`config.mk`:
```
export PLATFORM = sky130hd
export DESIGN_NAME = melody_tone_sequencer_core_flat
export DESIGN_NICKNAME = d
export VERILOG_FILES = /design/src/rtl/mts_pkg.sv /design/src/rtl/mts_item_if.sv /design/src/rtl/mts_result_if.sv /design/src/rtl/mts_cfg_if.sv /design/src/rtl/mts_ram.sv /design/src/rtl/mts_div.sv /design/src/rtl/mts_dp.sv /design/src/rtl/mts_ctrl.sv /design/src/rtl/melody_tone_sequencer_core.sv /design/src/flat_wrapper.sv
export SDC_FILE = /design/constraint.sdc
export NUM_CORES = 2
export LEC_CHECK = 0
export BUFFER_PORTS_ARGS = -buffer_cell sky130_fd_sc_hd__clkbuf_2
export CAP_MARGIN = 10
export CORE_MARGIN = 5
export CORE_UTILIZATION = 55
export CTS_CLUSTER_SIZE = 16
export DETAILED_ROUTE_END_ITERATION = 8
export PLACE_DENSITY = 0.71
export SYNTH_ARGS = -nofsm -noshare
export SYNTH_HDL_FRONTEND = slang
export SYNTH_SLANG_ARGS = --single-unit
```
`constraint.sdc`:
```
create_clock -name clk -period 5.16 [get_ports clk]
set_clock_uncertainty 0.1 [all_clocks]
set_input_delay 1.548 -clock clk [delete_from_list [all_inputs] [get_ports clk]]
set_output_delay 1.548 -clock clk [all_outputs]
set_load 0.005 [all_outputs]
```
`src/rtl/mts_pkg.sv`:
```
// Shared constants, codes and control types of the melody tone sequencer.
`default_nettype none
package mts_pkg;

    // Note table geometry
    localparam int NOTE_SLOTS = 64;
    localparam int SLOT_W     = 6;
    localparam int ENTRY_W    = 32;

    // Field widths of the item and result channels
    localparam int ACT_W  = 3;
    localparam int FREQ_W = 16;
    localparam int DUR_W  = 16;
    localparam int LEN_W  = 7;
    localparam int MODE_W = 2;

    // Configuration register widths and index width
    localparam int CLK_W     = 25;
    localparam int TPM_W     = 16;
    localparam int CFG_IDX_W = 2;

    // Half period divider sizes
    localparam int HP_W      = 16;
    localparam int QUO_W     = CLK_W;
    localparam int DIVS_W    = FREQ_W + 1;
    localparam int DIV_CNT_W = $clog2(QUO_W + 1);

    // Action codes
    localparam logic [ACT_W-1:0] ACT_TICK   = 3'd0;
    localparam logic [ACT_W-1:0] ACT_WRITE  = 3'd1;
    localparam logic [ACT_W-1:0] ACT_PLAY   = 3'd2;
    localparam logic [ACT_W-1:0] ACT_STOP   = 3'd3;
    localparam logic [ACT_W-1:0] ACT_PAUSE  = 3'd4;
    localparam logic [ACT_W-1:0] ACT_RESUME = 3'd5;
    localparam logic [ACT_W-1:0] ACT_TONE   = 3'd6;

    // Melody modes
    localparam logic [MODE_W-1:0] MODE_IDLE    = 2'd0;
    localparam logic [MODE_W-1:0] MODE_PLAYING = 2'd1;
    localparam logic [MODE_W-1:0] MODE_PAUSED  = 2'd2;

    // Configuration register indexes
    localparam logic [CFG_IDX_W-1:0] CFG_CLOCK_HZ = 2'd0;
    localparam logic [CFG_IDX_W-1:0] CFG_TICKS_MS = 2'd1;

    // Configuration reset values
    localparam logic [CLK_W-1:0] CLOCK_HZ_RST = 25'd16000000;
    localparam logic [TPM_W-1:0] TICKS_MS_RST = 16'd16000;

    // Commands from the controller to the datapath
    typedef struct packed {
        logic exec;       // apply the accepted item
        logic note_eval;  // note table entry is on the read port
        logic load_out;   // capture the result item
    } mts_cmd_t;

    // Status from the datapath to the controller
    typedef struct packed {
        logic item_read;  // the offered item needs a note table read
        logic item_div;   // the offered item starts a tone
        logic note_div;   // the note entry starts a tone
        logic div_done;   // half period division finished
    } mts_sts_t;

endpackage
`default_nettype wire

```
`src/rtl/mts_item_if.sv`:
```
// Input item channel of the melody tone sequencer.
`default_nettype none
interface mts_item_if
    import mts_pkg::*;
();
    logic              valid;
    logic              ready;
    logic [ACT_W-1:0]  action;
    logic [SLOT_W-1:0] note_slot;
    logic [FREQ_W-1:0] frequency;
    logic [DUR_W-1:0]  duration_ms;
    logic [LEN_W-1:0]  melody_length;
    logic              repeat_flag;

    modport source (
        output valid, action, note_slot, frequency, duration_ms, melody_length,
               repeat_flag,
        input  ready
    );
    modport sink (
        input  valid, action, note_slot, frequency, duration_ms, melody_length,
               repeat_flag,
        output ready
    );
endinterface
`default_nettype wire

```
`src/rtl/mts_result_if.sv`:
```
// Result item channel of the melody tone sequencer.
`default_nettype none
interface mts_result_if
    import mts_pkg::*;
();
    logic              valid;
    logic              ready;
    logic              pin_level;
    logic              tone_on;
    logic [MODE_W-1:0] play_mode;
    logic [LEN_W-1:0]  current_note;

    modport source (
        output valid, pin_level, tone_on, play_mode, current_note,
        input  ready
    );
    modport sink (
        input  valid, pin_level, tone_on, play_mode, current_note,
        output ready
    );
endinterface
`default_nettype wire

```
`src/rtl/mts_cfg_if.sv`:
```
// Configuration write channel of the melody tone sequencer.
`default_nettype none
interface mts_cfg_if
    import mts_pkg::*;
();
    logic                 valid;
    logic                 ready;
    logic [CFG_IDX_W-1:0] index;
    logic [CLK_W-1:0]     data;

    modport source (
        output valid, index, data,
        input  ready
    );
    modport sink (
        input  valid, index, data,
        output ready
    );
endinterface
`default_nettype wire

```
`src/rtl/mts_ram.sv`:
```
// Generic single write port, single read port RAM with registered read data.
`default_nettype none
module mts_ram #(
    parameter int WIDTH = 32,
    parameter int DEPTH = 64
) (
    input  wire logic                     clk,
    input  wire logic                     wr_en,
    input  wire logic [$clog2(DEPTH)-1:0] wr_addr,
    input  wire logic [WIDTH-1:0]         wr_data,
    input  wire logic [$clog2(DEPTH)-1:0] rd_addr,
    output logic      [WIDTH-1:0]         rd_data
);

    logic [WIDTH-1:0] mem [DEPTH];

    // Write and registered read
    always_ff @(posedge clk)
    begin
        if (wr_en)
        begin
            mem[wr_addr] <= wr_data;
        end
        rd_data <= mem[rd_addr];
    end

endmodule
`default_nettype wire

```
`src/rtl/mts_div.sv`:
```
// Restoring divider, one quotient bit per cycle, for the tone half period.
`default_nettype none
module mts_div
    import mts_pkg::*;
(
    input  wire logic              clk,
    input  wire logic              rst_n,
    input  wire logic              start,
    input  wire logic [QUO_W-1:0]  dividend,
    input  wire logic [DIVS_W-1:0] divisor,
    output logic                   done,
    output logic      [QUO_W-1:0]  quotient
);

    logic [DIVS_W-1:0]    rem_reg;
    logic [DIVS_W-1:0]    rem_next;
    logic [QUO_W-1:0]     quo_reg;
    logic [QUO_W-1:0]     quo_next;
    logic [DIVS_W-1:0]    dvs_reg;
    logic [DIV_CNT_W-1:0] cnt_reg;
    logic [DIV_CNT_W-1:0] cnt_next;
    logic                 busy_reg;
    logic                 busy_next;
    logic                 done_reg;
    logic                 done_next;
    logic [DIVS_W:0]      trial;
    logic                 fits;

    // One restoring step: shift in the next dividend bit and try a subtract
    always_comb
    begin
        trial     = {rem_reg, quo_reg[QUO_W-1]};
        fits      = trial >= {1'b0, dvs_reg};
        rem_next  = rem_reg;
        quo_next  = quo_reg;
        cnt_next  = cnt_reg;
        busy_next = busy_reg;
        done_next = 1'b0;
        if (start)
        begin
            rem_next  = '0;
            quo_next  = dividend;
            cnt_next  = DIV_CNT_W'(QUO_W);
            busy_next = 1'b1;
        end
        else if (busy_reg)
        begin
            rem_next = fits ? DIVS_W'(trial - {1'b0, dvs_reg}) : trial[DIVS_W-1:0];
            quo_next = {quo_reg[QUO_W-2:0], fits};
            cnt_next = cnt_reg - 1'b1;
            if (cnt_reg == DIV_CNT_W'(1))
            begin
                busy_next = 1'b0;
                done_next = 1'b1;
            end
        end
    end

    // Control state
    always_ff @(posedge clk or negedge rst_n)
    begin
        if (!rst_n)
        begin
            cnt_reg  <= '0;
            busy_reg <= 1'b0;
            done_reg <= 1'b0;
        end
        else
        begin
            cnt_reg  <= cnt_next;
            busy_reg <= busy_next;
            done_reg <= done_next;
        end
    end

    // Operands and partial results
    always_ff @(posedge clk)
    begin
        rem_reg <= rem_next;
        quo_reg <= quo_next;
        if (start)
        begin
            dvs_reg <= divisor;
        end
    end

    assign done     = done_reg;
    assign quotient = quo_reg;

endmodule
`default_nettype wire

```
`src/rtl/mts_dp.sv`:
```
// Datapath: configuration, melody and tone state, note table and divider.
`default_nettype none
module mts_dp
    import mts_pkg::*;
(
    input  wire logic                 clk,
    input  wire logic                 rst_n,
    input  wire mts_cmd_t             cmd,
    output mts_sts_t                  sts,
    input  wire logic                 cfg_we,
    input  wire logic [CFG_IDX_W-1:0] cfg_index,
    input  wire logic [CLK_W-1:0]     cfg_data,
    input  wire logic [ACT_W-1:0]     action,
    input  wire logic [SLOT_W-1:0]    note_slot,
    input  wire logic [FREQ_W-1:0]    frequency,
    input  wire logic [DUR_W-1:0]     duration_ms,
    input  wire logic [LEN_W-1:0]     melody_length,
    input  wire logic                 repeat_flag,
    output logic                      pin_level,
    output logic                      tone_on,
    output logic      [MODE_W-1:0]    play_mode,
    output logic      [LEN_W-1:0]     current_note
);

    // Configuration registers
    logic [CLK_W-1:0] clock_hz_reg;
    logic [TPM_W-1:0] tpm_reg;

    // Melody and tone state
    logic [MODE_W-1:0] mode_reg,      mode_next;
    logic [LEN_W-1:0]  pos_reg,       pos_next;
    logic [LEN_W-1:0]  len_reg,       len_next;
    logic              rep_reg,       rep_next;
    logic              started_reg,   started_next;
    logic [DUR_W-1:0]  note_el_reg,   note_el_next;
    logic [TPM_W-1:0]  pre_reg,       pre_next;
    logic              active_reg,    active_next;
    logic              timed_reg,     timed_next;
    logic [DUR_W-1:0]  tone_el_reg,   tone_el_next;
    logic [DUR_W-1:0]  limit_reg,     limit_next;
    logic [HP_W-1:0]   hp_reg,        hp_next;
    logic [HP_W-1:0]   tcount_reg,    tcount_next;
    logic              pin_reg,       pin_next;
    logic [DUR_W-1:0]  pend_dur_reg,  pend_dur_next;

    // Result registers
    logic              out_pin_reg;
    logic              out_tone_reg;
    logic [MODE_W-1:0] out_mode_reg;
    logic [LEN_W-1:0]  out_note_reg;

    logic                boundary;
    logic                end_of_tune;
    logic                tune_over;
    logic                tone_kill;
    logic [DUR_W-1:0]    tone_el_inc;
    logic [DUR_W-1:0]    note_el_inc;
    logic                ram_we;
    logic [SLOT_W-1:0]   ram_rd_addr;
    logic [ENTRY_W-1:0]  ram_rd_data;
    logic [FREQ_W-1:0]   entry_freq;
    logic [DUR_W-1:0]    entry_dur;
    logic                div_start;
    logic [FREQ_W-1:0]   div_freq;
    logic                div_done;
    logic [QUO_W-1:0]    div_quo;
    logic                hp_ok;

    // Millisecond boundary and saturating elapsed counters
    assign boundary    = ({1'b0, pre_reg} + 17'd1) >= {1'b0, tpm_reg};
    assign tone_el_inc = (&tone_el_reg) ? tone_el_reg : tone_el_reg + 1'b1;
    assign note_el_inc = (&note_el_reg) ? note_el_reg : note_el_reg + 1'b1;

    // A new note is due but the melody has run past its last note
    assign end_of_tune = !started_reg && (pos_reg >= len_reg);
    assign tune_over   = (mode_reg == MODE_PLAYING) && end_of_tune && !rep_reg;

    // Note table entry fields
    assign entry_freq = ram_rd_data[ENTRY_W-1:DUR_W];
    assign entry_dur  = ram_rd_data[DUR_W-1:0];

    // Status towards the controller
    assign sts.item_read = (action == ACT_TICK) && boundary
                           && (mode_reg == MODE_PLAYING) && !tune_over;
    assign sts.item_div  = (action == ACT_TONE) && (frequency != '0);
    assign sts.note_div  = !started_reg && (entry_freq != '0);
    assign sts.div_done  = div_done;

    // Note table access: the read address is the note a boundary tick will use
    assign ram_we      = cmd.exec && (action == ACT_WRITE)
                         && (32'(note_slot) < NOTE_SLOTS);
    assign ram_rd_addr = end_of_tune ? '0 : pos_reg[SLOT_W-1:0];

    mts_ram #(
        .WIDTH (ENTRY_W),
        .DEPTH (NOTE_SLOTS)
    ) u_note_table (
        .clk     (clk),
        .wr_en   (ram_we),
        .wr_addr (note_slot),
        .wr_data ({frequency, duration_ms}),
        .rd_addr (ram_rd_addr),
        .rd_data (ram_rd_data)
    );

    // Half period = clock / (2 * frequency)
    assign div_start = (cmd.exec && sts.item_div) || (cmd.note_eval && sts.note_div);
    assign div_freq  = cmd.exec ? frequency : entry_freq;
    assign hp_ok     = (div_quo != '0) && (div_quo[QUO_W-1:HP_W] == '0);

    mts_div u_div (
        .clk      (clk),
        .rst_n    (rst_n),
        .start    (div_start),
        .dividend (clock_hz_reg),
        .divisor  ({div_freq, 1'b0}),
        .done     (div_done),
        .quotient (div_quo)
    );

    // Next state of the melody and tone registers
    always_comb
    begin
        mode_next     = mode_reg;
        pos_next      = pos_reg;
        len_next      = len_reg;
        rep_next      = rep_reg;
        started_next  = started_reg;
        note_el_next  = note_el_reg;
        pre_next      = pre_reg;
        active_next   = active_reg;
        timed_next    = timed_reg;
        tone_el_next  = tone_el_reg;
        limit_next    = limit_reg;
        hp_next       = hp_reg;
        tcount_next   = tcount_reg;
        pin_next      = pin_reg;
        pend_dur_next = pend_dur_reg;
        tone_kill     = 1'b0;

        if (cmd.exec)
        begin
            unique case (action)
                ACT_TICK:
                begin
                    // Square wave: toggle after half period plus one ticks
                    if (active_reg)
                    begin
                        if (tcount_reg >= hp_reg)
                        begin
                            tcount_next = '0;
                            pin_next    = !pin_reg;
                        end
                        else
                        begin
                            tcount_next = tcount_reg + 1'b1;
                        end
                    end
                    if (boundary)
                    begin
                        pre_next     = '0;
                        tone_el_next = tone_el_inc;
                        note_el_next = note_el_inc;
                        if (active_reg && timed_reg && (tone_el_inc >= limit_reg))
                        begin
                            tone_kill = 1'b1;
                        end
                        if ((mode_reg == MODE_PLAYING) && end_of_tune)
                        begin
                            if (rep_reg)
                            begin
                                pos_next = '0;
                            end
                            else
                            begin
                                tone_kill    = 1'b1;
                                mode_next    = MODE_IDLE;
                                pos_next     = '0;
                                len_next     = '0;
                                rep_next     = 1'b0;
                                started_next = 1'b0;
                            end
                        end
                    end
                    else
                    begin
                        pre_next = pre_reg + 1'b1;
                    end
                end
                ACT_WRITE:
                begin
                    // Table write happens on the RAM port
                end
                ACT_PLAY:
                begin
                    if (mode_reg != MODE_IDLE)
                    begin
                        tone_kill    = 1'b1;
                        mode_next    = MODE_IDLE;
                        pos_next     = '0;
                        len_next     = '0;
                        rep_next     = 1'b0;
                        started_next = 1'b0;
                    end
                    if (melody_length != '0)
                    begin
                        len_next     = (32'(melody_length) > NOTE_SLOTS)
                                       ? LEN_W'(NOTE_SLOTS) : melody_length;
                        rep_next     = repeat_flag;
                        pos_next     = '0;
                        started_next = 1'b0;
                        mode_next    = MODE_PLAYING;
                    end
                end
                ACT_STOP:
                begin
                    if (mode_reg != MODE_IDLE)
                    begin
                        tone_kill    = 1'b1;
                        mode_next    = MODE_IDLE;
                        pos_next     = '0;
                        len_next     = '0;
                        rep_next     = 1'b0;
                        started_next = 1'b0;
                    end
                end
                ACT_PAUSE:
                begin
                    if (mode_reg == MODE_PLAYING)
                    begin
                        tone_kill = 1'b1;
                        mode_next = MODE_PAUSED;
                    end
                end
                ACT_RESUME:
                begin
                    if (mode_reg == MODE_PAUSED)
                    begin
                        mode_next    = MODE_PLAYING;
                        started_next = 1'b0;
                    end
                end
                ACT_TONE:
                begin
                    // The old tone stops; the new one follows the division
                    tone_kill     = 1'b1;
                    pend_dur_next = duration_ms;
                end
                default:
                begin
                end
            endcase
        end

        // Note step with the table entry on the read port
        if (cmd.note_eval)
        begin
            if (!started_reg)
            begin
                tone_kill     = 1'b1;
                pend_dur_next = entry_dur;
                started_next  = 1'b1;
                note_el_next  = '0;
            end
            else if (note_el_reg >= entry_dur)
            begin
                pos_next     = pos_reg + 1'b1;
                started_next = 1'b0;
                tone_kill    = 1'b1;
            end
        end

        if (tone_kill)
        begin
            active_next = 1'b0;
            timed_next  = 1'b0;
            limit_next  = '0;
            pin_next    = 1'b0;
        end

        // Tone start once the half period is known and in range
        if (div_done && hp_ok)
        begin
            hp_next      = div_quo[HP_W-1:0];
            tcount_next  = '0;
            active_next  = 1'b1;
            tone_el_next = '0;
            timed_next   = pend_dur_reg != '0;
            limit_next   = pend_dur_reg;
        end
    end

    // Configuration registers
    always_ff @(posedge clk or negedge rst_n)
    begin
        if (!rst_n)
        begin
            clock_hz_reg <= CLOCK_HZ_RST;
            tpm_reg      <= TICKS_MS_RST;
        end
        else if (cfg_we)
        begin
            if (cfg_index == CFG_CLOCK_HZ)
            begin
                clock_hz_reg <= cfg_data;
            end
            if (cfg_index == CFG_TICKS_MS)
            begin
                tpm_reg <= cfg_data[TPM_W-1:0];
            end
        end
    end

    // Melody and tone state
    always_ff @(posedge clk or negedge rst_n)
    begin
        if (!rst_n)
        begin
            mode_reg    <= MODE_IDLE;
            pos_reg     <= '0;
            len_reg     <= '0;
            rep_reg     <= 1'b0;
            started_reg <= 1'b0;
            note_el_reg <= '0;
            pre_reg     <= '0;
            active_reg  <= 1'b0;
            timed_reg   <= 1'b0;
            tone_el_reg <= '0;
            limit_reg   <= '0;
            hp_reg      <= '0;
            tcount_reg  <= '0;
            pin_reg     <= 1'b0;
        end
        else
        begin
            mode_reg    <= mode_next;
            pos_reg     <= pos_next;
            len_reg     <= len_next;
            rep_reg     <= rep_next;
            started_reg <= started_next;
            note_el_reg <= note_el_next;
            pre_reg     <= pre_next;
            active_reg  <= active_next;
            timed_reg   <= timed_next;
            tone_el_reg <= tone_el_next;
            limit_reg   <= limit_next;
            hp_reg      <= hp_next;
            tcount_reg  <= tcount_next;
            pin_reg     <= pin_next;
        end
    end

    // Pending tone duration and result item capture
    always_ff @(posedge clk)
    begin
        pend_dur_reg <= pend_dur_next;
        if (cmd.load_out)
        begin
            out_pin_reg  <= pin_next;
            out_tone_reg <= active_next;
            out_mode_reg <= mode_next;
            out_note_reg <= pos_next;
        end
    end

    assign pin_level    = out_pin_reg;
    assign tone_on      = out_tone_reg;
    assign play_mode    = out_mode_reg;
    assign current_note = out_note_reg;

`ifndef SYNTH
    // The pin is only ever high while a tone runs
    a_pin_needs_tone: assert property (@(posedge clk) disable iff (!rst_n)
        pin_reg |-> active_reg)
        else $error("pin high without an active tone");

    // A running tone always has a legal half period
    a_tone_half_period: assert property (@(posedge clk) disable iff (!rst_n)
        active_reg |-> (hp_reg != '0))
        else $error("active tone with zero half period");

    // An idle sequencer holds a cleared melody position
    a_idle_cleared: assert property (@(posedge clk) disable iff (!rst_n)
        (mode_reg == MODE_IDLE) |-> (pos_reg == '0 && len_reg == '0 && !started_reg))
        else $error("idle sequencer with melody state left over");

    // A loaded melody has a legal length and the position never passes it
    a_melody_bounds: assert property (@(posedge clk) disable iff (!rst_n)
        (mode_reg != MODE_IDLE) |->
            (len_reg != '0 && len_reg <= LEN_W'(NOTE_SLOTS) && pos_reg <= len_reg))
        else $error("melody length or position out of bounds");
`endif

endmodule
`default_nettype wire

```
`src/rtl/mts_ctrl.sv`:
```
// Controller: item sequencing, note table read wait, division wait, result hand-off.
`default_nettype none
module mts_ctrl
    import mts_pkg::*;
(
    input  wire logic     clk,
    input  wire logic     rst_n,
    input  wire logic     item_valid,
    output logic          item_ready,
    output logic          result_valid,
    input  wire logic     result_ready,
    input  wire mts_sts_t sts,
    output mts_cmd_t      cmd
);

    typedef enum logic [1:0] {
        S_IDLE,
        S_NOTE,
        S_DIV,
        S_HOLD
    } state_t;

    state_t state_reg;
    state_t state_next;
    logic   out_valid_reg;
    logic   out_valid_next;
    logic   out_free;

    // The result register is free when empty or being taken this cycle
    assign out_free   = !out_valid_reg || result_ready;
    assign item_ready = (state_reg == S_IDLE) && out_free;

    // Sequencing of one item
    always_comb
    begin
        cmd        = '0;
        state_next = state_reg;
        unique case (state_reg)
            S_IDLE:
            begin
                if (item_valid && item_ready)
                begin
                    cmd.exec = 1'b1;
                    if (sts.item_read)
                    begin
                        state_next = S_NOTE;
                    end
                    else if (sts.item_div)
                    begin
                        state_next = S_DIV;
                    end
                    else
                    begin
                        cmd.load_out = 1'b1;
                    end
                end
            end
            S_NOTE:
            begin
                cmd.note_eval = 1'b1;
                if (sts.note_div)
                begin
                    state_next = S_DIV;
                end
                else if (out_free)
                begin
                    cmd.load_out = 1'b1;
                    state_next   = S_IDLE;
                end
                else
                begin
                    state_next = S_HOLD;
                end
            end
            S_DIV:
            begin
                if (sts.div_done)
                begin
                    if (out_free)
                    begin
                        cmd.load_out = 1'b1;
                        state_next   = S_IDLE;
                    end
                    else
                    begin
                        state_next = S_HOLD;
                    end
                end
            end
            S_HOLD:
            begin
                if (out_free)
                begin
                    cmd.load_out = 1'b1;
                    state_next   = S_IDLE;
                end
            end
            default:
            begin
                state_next = S_IDLE;
            end
        endcase

        if (cmd.load_out)
        begin
            out_valid_next = 1'b1;
        end
        else if (result_ready)
        begin
            out_valid_next = 1'b0;
        end
        else
        begin
            out_valid_next = out_valid_reg;
        end
    end

    // State and result valid
    always_ff @(posedge clk or negedge rst_n)
    begin
        if (!rst_n)
        begin
            state_reg     <= S_IDLE;
            out_valid_reg <= 1'b0;
        end
        else
        begin
            state_reg     <= state_next;
            out_valid_reg <= out_valid_next;
        end
    end

    assign result_valid = out_valid_reg;

endmodule
`default_nettype wire

```
`src/rtl/melody_tone_sequencer_core.sv`:
```
// Top level of the melody tone sequencer: controller, datapath and channel wiring.
//
// Usage: items arrive on the items channel (valid/ready); every accepted item
// gives exactly one result item on the results channel, reporting pin level,
// tone state, play mode and current note after the item. Tick items are
// timer clocks; the other actions write a note slot, play, stop, pause,
// resume or start a single tone. The cfg channel writes the timer clock rate
// (index 0) and ticks per millisecond (index 1); it is always ready. The user
// must write it only while no item is in flight; the block does not enforce it.
// Most items are handled in the idle state that accepts them. A tick on a
// millisecond boundary while a melody plays also waits for the note table
// RAM read, which is registered. Any item that starts a tone also waits for
// the half period, which a shared divider works out one quotient bit per
// cycle over the 25-bit clock rate.
// The result register parts the channels: a new item is accepted while a
// result waits, as long as that result is taken in the same cycle or the
// register is empty; a stalled receiver holds further items back.
// Reset clears control, melody and tone state, stops any tone, sets pin_reg low
// and loads the default configuration; the note table is undefined until written.
`default_nettype none
module melody_tone_sequencer_core
    import mts_pkg::*;
(
    input  wire logic  clk,
    input  wire logic  rst_n,
    mts_item_if.sink   items,
    mts_result_if.source results,
    mts_cfg_if.sink    cfg
);

    mts_cmd_t cmd;
    mts_sts_t sts;

    // Configuration writes are always taken
    assign cfg.ready = 1'b1;

    mts_ctrl u_ctrl (
        .clk          (clk),
        .rst_n        (rst_n),
        .item_valid   (items.valid),
        .item_ready   (items.ready),
        .result_valid (results.valid),
        .result_ready (results.ready),
        .sts          (sts),
        .cmd          (cmd)
    );

    mts_dp u_dp (
        .clk           (clk),
        .rst_n         (rst_n),
        .cmd           (cmd),
        .sts           (sts),
        .cfg_we        (cfg.valid),
        .cfg_index     (cfg.index),
        .cfg_data      (cfg.data),
        .action        (items.action),
        .note_slot     (items.note_slot),
        .frequency     (items.frequency),
        .duration_ms   (items.duration_ms),
        .melody_length (items.melody_length),
        .repeat_flag   (items.repeat_flag),
        .pin_level     (results.pin_level),
        .tone_on       (results.tone_on),
        .play_mode     (results.play_mode),
        .current_note  (results.current_note)
    );

endmodule
`default_nettype wire
```
`src/flat_wrapper.sv`:
```
// flat-port wrapper written by rule: the top's interface ports become plain ports
module melody_tone_sequencer_core_flat import mts_pkg::*;
  (clk, rst_n, items_valid, items_action, items_note_slot, items_frequency, items_duration_ms, items_melody_length, items_repeat_flag, items_ready, results_valid, results_pin_level, results_tone_on, results_play_mode, results_current_note, results_ready, cfg_valid, cfg_index, cfg_data, cfg_ready);
  mts_item_if items_i ();
  mts_result_if results_i ();
  mts_cfg_if cfg_i ();
  input  wire logic clk;
  input  wire logic rst_n;
  input wire logic [$bits(items_i.valid)-1:0] items_valid;
  input wire logic [$bits(items_i.action)-1:0] items_action;
  input wire logic [$bits(items_i.note_slot)-1:0] items_note_slot;
  input wire logic [$bits(items_i.frequency)-1:0] items_frequency;
  input wire logic [$bits(items_i.duration_ms)-1:0] items_duration_ms;
  input wire logic [$bits(items_i.melody_length)-1:0] items_melody_length;
  input wire logic [$bits(items_i.repeat_flag)-1:0] items_repeat_flag;
  output wire logic [$bits(items_i.ready)-1:0] items_ready;
  output wire logic [$bits(results_i.valid)-1:0] results_valid;
  output wire logic [$bits(results_i.pin_level)-1:0] results_pin_level;
  output wire logic [$bits(results_i.tone_on)-1:0] results_tone_on;
  output wire logic [$bits(results_i.play_mode)-1:0] results_play_mode;
  output wire logic [$bits(results_i.current_note)-1:0] results_current_note;
  input wire logic [$bits(results_i.ready)-1:0] results_ready;
  input wire logic [$bits(cfg_i.valid)-1:0] cfg_valid;
  input wire logic [$bits(cfg_i.index)-1:0] cfg_index;
  input wire logic [$bits(cfg_i.data)-1:0] cfg_data;
  output wire logic [$bits(cfg_i.ready)-1:0] cfg_ready;
  assign items_i.valid = items_valid;
  assign items_i.action = items_action;
  assign items_i.note_slot = items_note_slot;
  assign items_i.frequency = items_frequency;
  assign items_i.duration_ms = items_duration_ms;
  assign items_i.melody_length = items_melody_length;
  assign items_i.repeat_flag = items_repeat_flag;
  assign items_ready = items_i.ready;
  assign results_valid = results_i.valid;
  assign results_pin_level = results_i.pin_level;
  assign results_tone_on = results_i.tone_on;
  assign results_play_mode = results_i.play_mode;
  assign results_current_note = results_i.current_note;
  assign results_i.ready = results_ready;
  assign cfg_i.valid = cfg_valid;
  assign cfg_i.index = cfg_index;
  assign cfg_i.data = cfg_data;
  assign cfg_ready = cfg_i.ready;
  melody_tone_sequencer_core u_core (.clk(clk), .rst_n(rst_n), .items(items_i), .results(results_i), .cfg(cfg_i));
endmodule
```
* Word-level counts from Yosys, hierarchy flattened
Memories as Yosys holds them, arrays and structs flattened. A register that Yosys moved wholly into a read port is not among the register bits. Cells that the tools add are included. Widths: inputs -> output; s select.
Operators by class: $add $sub $neg 8, $mul 0, muxes and demuxes 120, reductions and logical operators 53, div/mod/pow operators 0, shifts and indexed selects 0, bitwise logic cells 0, magnitude comparators 7, equality and inequality tests 20
Operators with widths (count):
- $mux 16 | 24
- $mux 7 | 14
- $add 16x1->16 const B | 4
- $mux 1 | 53
- $mux 25 | 2
- $ge 16x16->1 | 3
- $reduce_bool 16->1 | 3
- $pmux 7 s3 | 2
- $reduce_and 16->1 | 2
- $mux 2 | 15
- $reduce_bool 25->1 | 1
- $ge 18x17->1 | 1
- $add 16x1->17 const B | 1
- $ge 17x16->1 | 1
- $logic_and 1x1->1 | 17
- $mux 17 | 1
- $sub 17x17->17 | 1
- $reduce_bool 2->1 | 8
- $pmux 1 s4 | 3
- $mux 5 | 2
- $ne 2x2->1 const B | 5
- $pmux 2 s5 | 1
- $eq 3x3->1 const B | 3
- $logic_not 9->1 | 1
- other kinds (25) | 40
Word-level totals: word-level logic and storage cells 238, RAM bits 2048, ROM bits 0, memories kept 1, output and inout bits 14, latch bits 0, input port bits 81, bits in registers 253
Memories:
- u_core.u_dp.u_note_table.mem | depth 64, bits a word 32, read ports 1, clocked after memory_dff 1, write ports 1, RTL line mts_ram.sv:15 | logic [WIDTH-1:0] mem [DEPTH];

* Longest topological paths before layout
word-level depth 15, depth in mapped cells 17

* By module
A second synthesis with hierarchy kept.
Unflattened totals: cell total of the unflattened synthesis 5007, area total of the unflattened synthesis 93712.4 um^2
Modules (own cells, without submodules):
- mts_ram | cells an instance 3511, area each 79039.6 um^2, times used 1
- mts_dp | cells an instance 1141, area each 10847.9 um^2, times used 1
- mts_div | cells an instance 330, area each 3612.2 um^2, times used 1
- mts_ctrl | cells an instance 23, area each 201.4 um^2, times used 1
- melody_tone_sequencer_core | cells an instance 2, area each 11.3 um^2, times used 1

* Worst setup path before layout
Ideal clock, no wire load.
path type register to register, start point register u_core.u_dp.pre_reg[6], end point register u_core.u_dp.out_note_reg[0], in the netlist u_core.u_dp.current_note[0] (enable), arrival 4.155 ns, slack 0.511 ns, library setup time 0.394 ns, required time 4.666 ns, cell stages (with the launch flop) 18, clock period less this slack 4.649 ns, cells stage by stage dfrtp_1 clkbuf_1 nand2_1 nor4_1 nand3_1 nor2_1 nand3_1 xnor2_1 ha_1 and4_1 and3_1 a31oi_1 o211ai_1 or2_2 clkbuf_1 nand4_1 a21oi_1 o21ai_0
On the way: word-level cells in the longest chain between the ends 8
Ends and longest elaborated chain:
- from (decl) | RTL line mts_dp.sv:36 | logic [TPM_W-1:0] pre_reg, pre_next;
- from (signal assigned) | RTL line mts_dp.sv:342 | pre_reg <= pre_next;
- $add 16x1->17 | RTL line mts_dp.sv:70 | assign boundary = ({1'b0, pre_reg} + 17'd1) >= {1'b0, tpm_reg};
- $ge 17x16->1 | RTL line mts_dp.sv:70
- $logic_and 1x1->1 | RTL line mts_dp.sv:83 | assign sts.item_read = (action == ACT_TICK) && boundary
- $logic_and 1x1->1 (2 in series) | RTL line mts_dp.sv:84 | && (mode_reg == MODE_PLAYING) && !tune_over;
- $mux 1 | RTL line mts_ctrl.sv:44 | if (sts.item_read)
- $mux 1 | RTL line mts_ctrl.sv:41 | if (item_valid && item_ready)
- $pmux 1 s4 | RTL line mts_ctrl.sv:38 | unique case (state_reg)
- to (signal assigned) | RTL line mts_dp.sv:362 | out_note_reg <= pos_next;
- to (decl) | RTL line mts_dp.sv:50 | logic [LEN_W-1:0] out_note_reg;
No other way between the ends. A chain may end at the register's enable or synchronous reset.

* Worst setup path after layout
start point register u_core.u_dp.pre_reg[2], end point register u_core.u_dp.out_note_reg[2], in the netlist u_core.u_dp.current_note[2] (enable)
The elaborated chain is that of the path after synthesis.

==> results_dict.tcl <==
set metrics [dict create \
    status "finished clean" \
    period_share 0.926 \
    setup_tns_ps 0 \
    dp_hpwl_mm 159 \
    cts.sinks 2333 \
    cts.reportedPaths.clkPinSlew_ps 60 \
    ir_worst_vdd_mv 0.485 \
    hold_path_class "flip-flop to flip-flop" \
    core_area_um2 176000 \
    layout_common_cells "edfxtp_1, nand2_1, a21oi_1, mux2i_1, o21ai_0" \
    final_area_um2 109000 \
    synth_ff_type "edfxtp_1" \
    fmax_mhz 209 \
    finalHoldViolCount 0 \
    crit_fanout 11 \
    area_growth_pct 12.3 \
    syn_area_um2 97200 \
    synth_edf_count 2100 \
    p_per_area_nw_per_um2 450 \
    mostFrequentLayoutCell "edfxtp_1" \
    p_leak_nw 35.5 \
    gp_congestion 0.921 \
    path_cells "nand3_1 > nor4_1 > nand3_1 > nor2_1 > nand3_1 > xnor2_1 > ha_1 > and4_1 > and3_1 > a31oi_1 > o211ai_1 > or2_2 > nand4_1 > a21oi_1 > o21ai_2" \
    die_h_um 430 \
    cap_violations 0 \
    drt_iter0_markers 7416 \
    viasPerCell 6.63 \
    htreeDepth 4 \
    relSlewSlack 0.195 \
    crit_family "simple AND/OR/NAND/NOR gates" \
    cts_root_buffer "clkbuf_16" \
    antenna_found_initial 17 \
    worstMarginPinSlew_ps 1210 \
    async_reset_ff_frac 0.0720 \
    dieArea_um2 185000 \
    final-max-slew-violation-count 0 \
    io_buffers 93 \
    rsz0062_at_grt "no" \
    placed_area_um2 102000 \
    grt_pass1_vias 57600 \
    drive_gt1_frac 0.185 \
    largest_reg_flops 2048 \
    netSwitchingFraction 0.306 \
    syn_avg_cell_area_um2 15.6 \
    synth_top_area_share 0.649 \
    worst_setup_path_end_kind "flip-flop" \
    post_cts_buffers 0 \
    synth_nets 6416 \
    start_kind "flip-flop" \
    setup_viol 0 \
    internal_power_w 0.0340 \
    r2r_slack_ps 380 \
    ys_types 79 \
    r2r-start "u_core.u_dp.pre_reg[2]" \
    drc 0 \
    synth-seq-cells 2333 \
    io_pins 95 \
    yosysSeqAreaShare 0.706 \
    global_route.overflow_total 0 \
    yosysWarningCount 0 \
    crit_type "flip-flop to flip-flop" \
    required_ps 5540 \
    comb_power_share 0.224 \
    power_switching_w 0.0150 \
    cp_num_cells 15 \
    grt_pass1_wl_mm 395 \
    fillCellCount 12358 \
    reg2regPathDepth 15 \
    cp_num_buf_inv 0 \
    clk_latency_ps 870 \
    netlist_top_cells_area "edfxtp_1, dfrtp_1, mux4_2" \
    numCtsBuffers 225 \
    cp-endpoint "u_core.u_dp.current_note[2]" \
    min_period_ps 4780 \
    vias 59180 \
    fin_nets 6550 \
    ant_nets 0 \
    p_clk_frac 0.330 \
    wl_per_cell_um 30.5 \
    rr_endpoint "u_core.u_dp.current_note[2]" \
    crit_slowest_cell "o21ai_2" \
    grt_max_degree 132 \
    cp-startpoint "u_core.u_dp.pre_reg[2]" \
    cts_tree "yes" \
    die_x_um 430 \
    totalWireLength_mm 272 \
    yosys.area.top_type "edfxtp_1" \
    rows 154 \
    start_util 0.552 \
    top_register "u_core.u_dp.u_note_table.mem" \
    slowest_delay_ps 620 \
    cpMostUsedCell "nand3_1" \
    arrival_ps 5160 \
    reg_top3 "u_core.u_dp.u_note_table.mem (2048), u_core.u_dp.u_note_table.rd_data (32)" \
    p_seq_frac 0.447 \
    dr.pass1.iters 6 \
    grt_use_total 0.289 \
    syn_inst 6240 \
    cts_buffer_depth 3 \
]
-- repair_timing --
| item | 4_1_cts | 5_1_grt |
|---|---|---|
| hold buffers | 0 | 0 |
| resized for setup | 0 | 1 |
| endpoints found under the setup margin | 0 | 7 |
-- worst reg2reg max path, cell delays in order (launching register included) --
cell and delay, ps:
dfrtp_1 440, nand3_1 150, nor4_1 580, nand3_1 310
nor2_1 280, nand3_1 170, xnor2_1 160, ha_1 290
and4_1 150, and3_1 180, a31oi_1 180, o211ai_1 250
or2_2 360, nand4_1 90, a21oi_1 100, o21ai_2 620
-- synth_stat cells (26+ instances only) --
master / instances
edfxtp_1: 2100
nand2_1: 393
a21oi_1: 383
mux2i_1: 309
clkbuf_1: 285
o21ai_0: 271
mux2_2: 260
nor2_1: 207
o221ai_1: 192
inv_1: 171
mux4_2: 160
dfrtp_1: 155
a32o_1: 128
nand3_1: 120
o211ai_1: 110
ha_1: 94
buf_2: 81
a2bb2oi_1: 66
dfxtp_1: 65
nand2b_1: 51
a211oi_1: 42
buf_1: 41
a22oi_1: 36
xnor2_1: 36
a211o_1: 35
o211a_1: 32
a221o_1: 31
a31oi_1: 31
nand4_1: 28
a211oi_2: 27
and3_1: 27
o31ai_1: 26
-- how the worst min path moves through the flow --
stage                     depth (start not counted)                       endpoint  slack (ps)                                 start
after floorplan                                   2   u_core.u_dp.pend_dur_reg[10]         330  u_core.u_dp.u_note_table.rd_data[10]
after global placement                            2    u_core.u_dp.pend_dur_reg[3]         360   u_core.u_dp.u_note_table.rd_data[3]
after detailed placement                          2      u_core.u_dp.limit_reg[12]         370          u_core.u_dp.pend_dur_reg[12]
final                                             2      u_core.u_dp.limit_reg[12]         380          u_core.u_dp.pend_dur_reg[12]
after CTS                                         2      u_core.u_dp.limit_reg[12]         380          u_core.u_dp.pend_dur_reg[12]
after global routing                              2  u_core.u_dp.u_div.rem_reg[12]         420         u_core.u_dp.u_div.rem_reg[11]
-- final cells by class --
class                           count  area [µm²]  area share
Clock buffer                      287        6000      0.0550
Clock inverter                    129        1230      0.0113
Multi-Input combinational cell   3310       26700       0.245
Timing Repair Buffer              332        2930      0.0268
Tap cell                         2340        2930      0.0268
Sequential cell                  2333       68600       0.629
Inverter                          172         648     0.00594
Antenna cell                       17        42.5    0.000390
-- power groups by stage --
stage | combinational [W] | sequential [W] | clock (W)
5_1_grt | 0.0115 | 0.0219 | 0.0171
3_3_place_gp | 0.0105 | 0.0222 | 0
4_1_cts | 0.0107 | 0.0219 | 0.0163
3_5_place_dp | 0.0107 | 0.0223 | 0
2_1_floorplan | 0.00691 | 0.0220 | 0
6_report | 0.0110 | 0.0219 | 0.0162
-- metal layers --
| layer | vias to the layer above | GRT usage | share of wire |
|---|---|---|---|
| met4 | 2 | 0.132 | 0.049 |
| li1 | 25027 | - | - |
| met2 | 3454 | 0.455 | 0.47 |
| met1 | 30150 | 0.389 | 0.38 |
| met3 | 547 | 0.0655 | 0.10 |
| met5 | - | 0.00651 | 0.00062 |
-- through the flow --
| stage | hold slack (ps) | setup WS, ps | std cells | utilization | power, W |
|---|---|---|---|---|---|
| 4_1_cts | 383 | 340 | 8902 | 0.620 | 0.0489 |
| 2_1_floorplan | 325 | 511 | 6240 | - | 0.0289 |
| 3_3_place_gp | 359 | 419 | 8486 | 0.579 | 0.0327 |
| 5_1_grt | 417 | 65.5 | 8908 | 0.620 | 0.0506 |
| 3_5_place_dp | 373 | 328 | 8486 | 0.579 | 0.0329 |
| 6_report | 380 | 383 | 8920 | 0.620 | 0.0491 |
-- cells by family after synthesis --
logic type,after synthesis,share of synthesized area
AOI/OAI and AO/OA,1483,0.108
xor gates and xnor gates,59,0.00532
adders and majority gates,95,0.0123
buffers and inverters,597,0.0252
DFF,2333,0.706
muxes,729,0.0991
other,1,0.0000386
and+or+nand+nor,943,0.0441
Note: power is estimated with default switching activity, not from simulation.
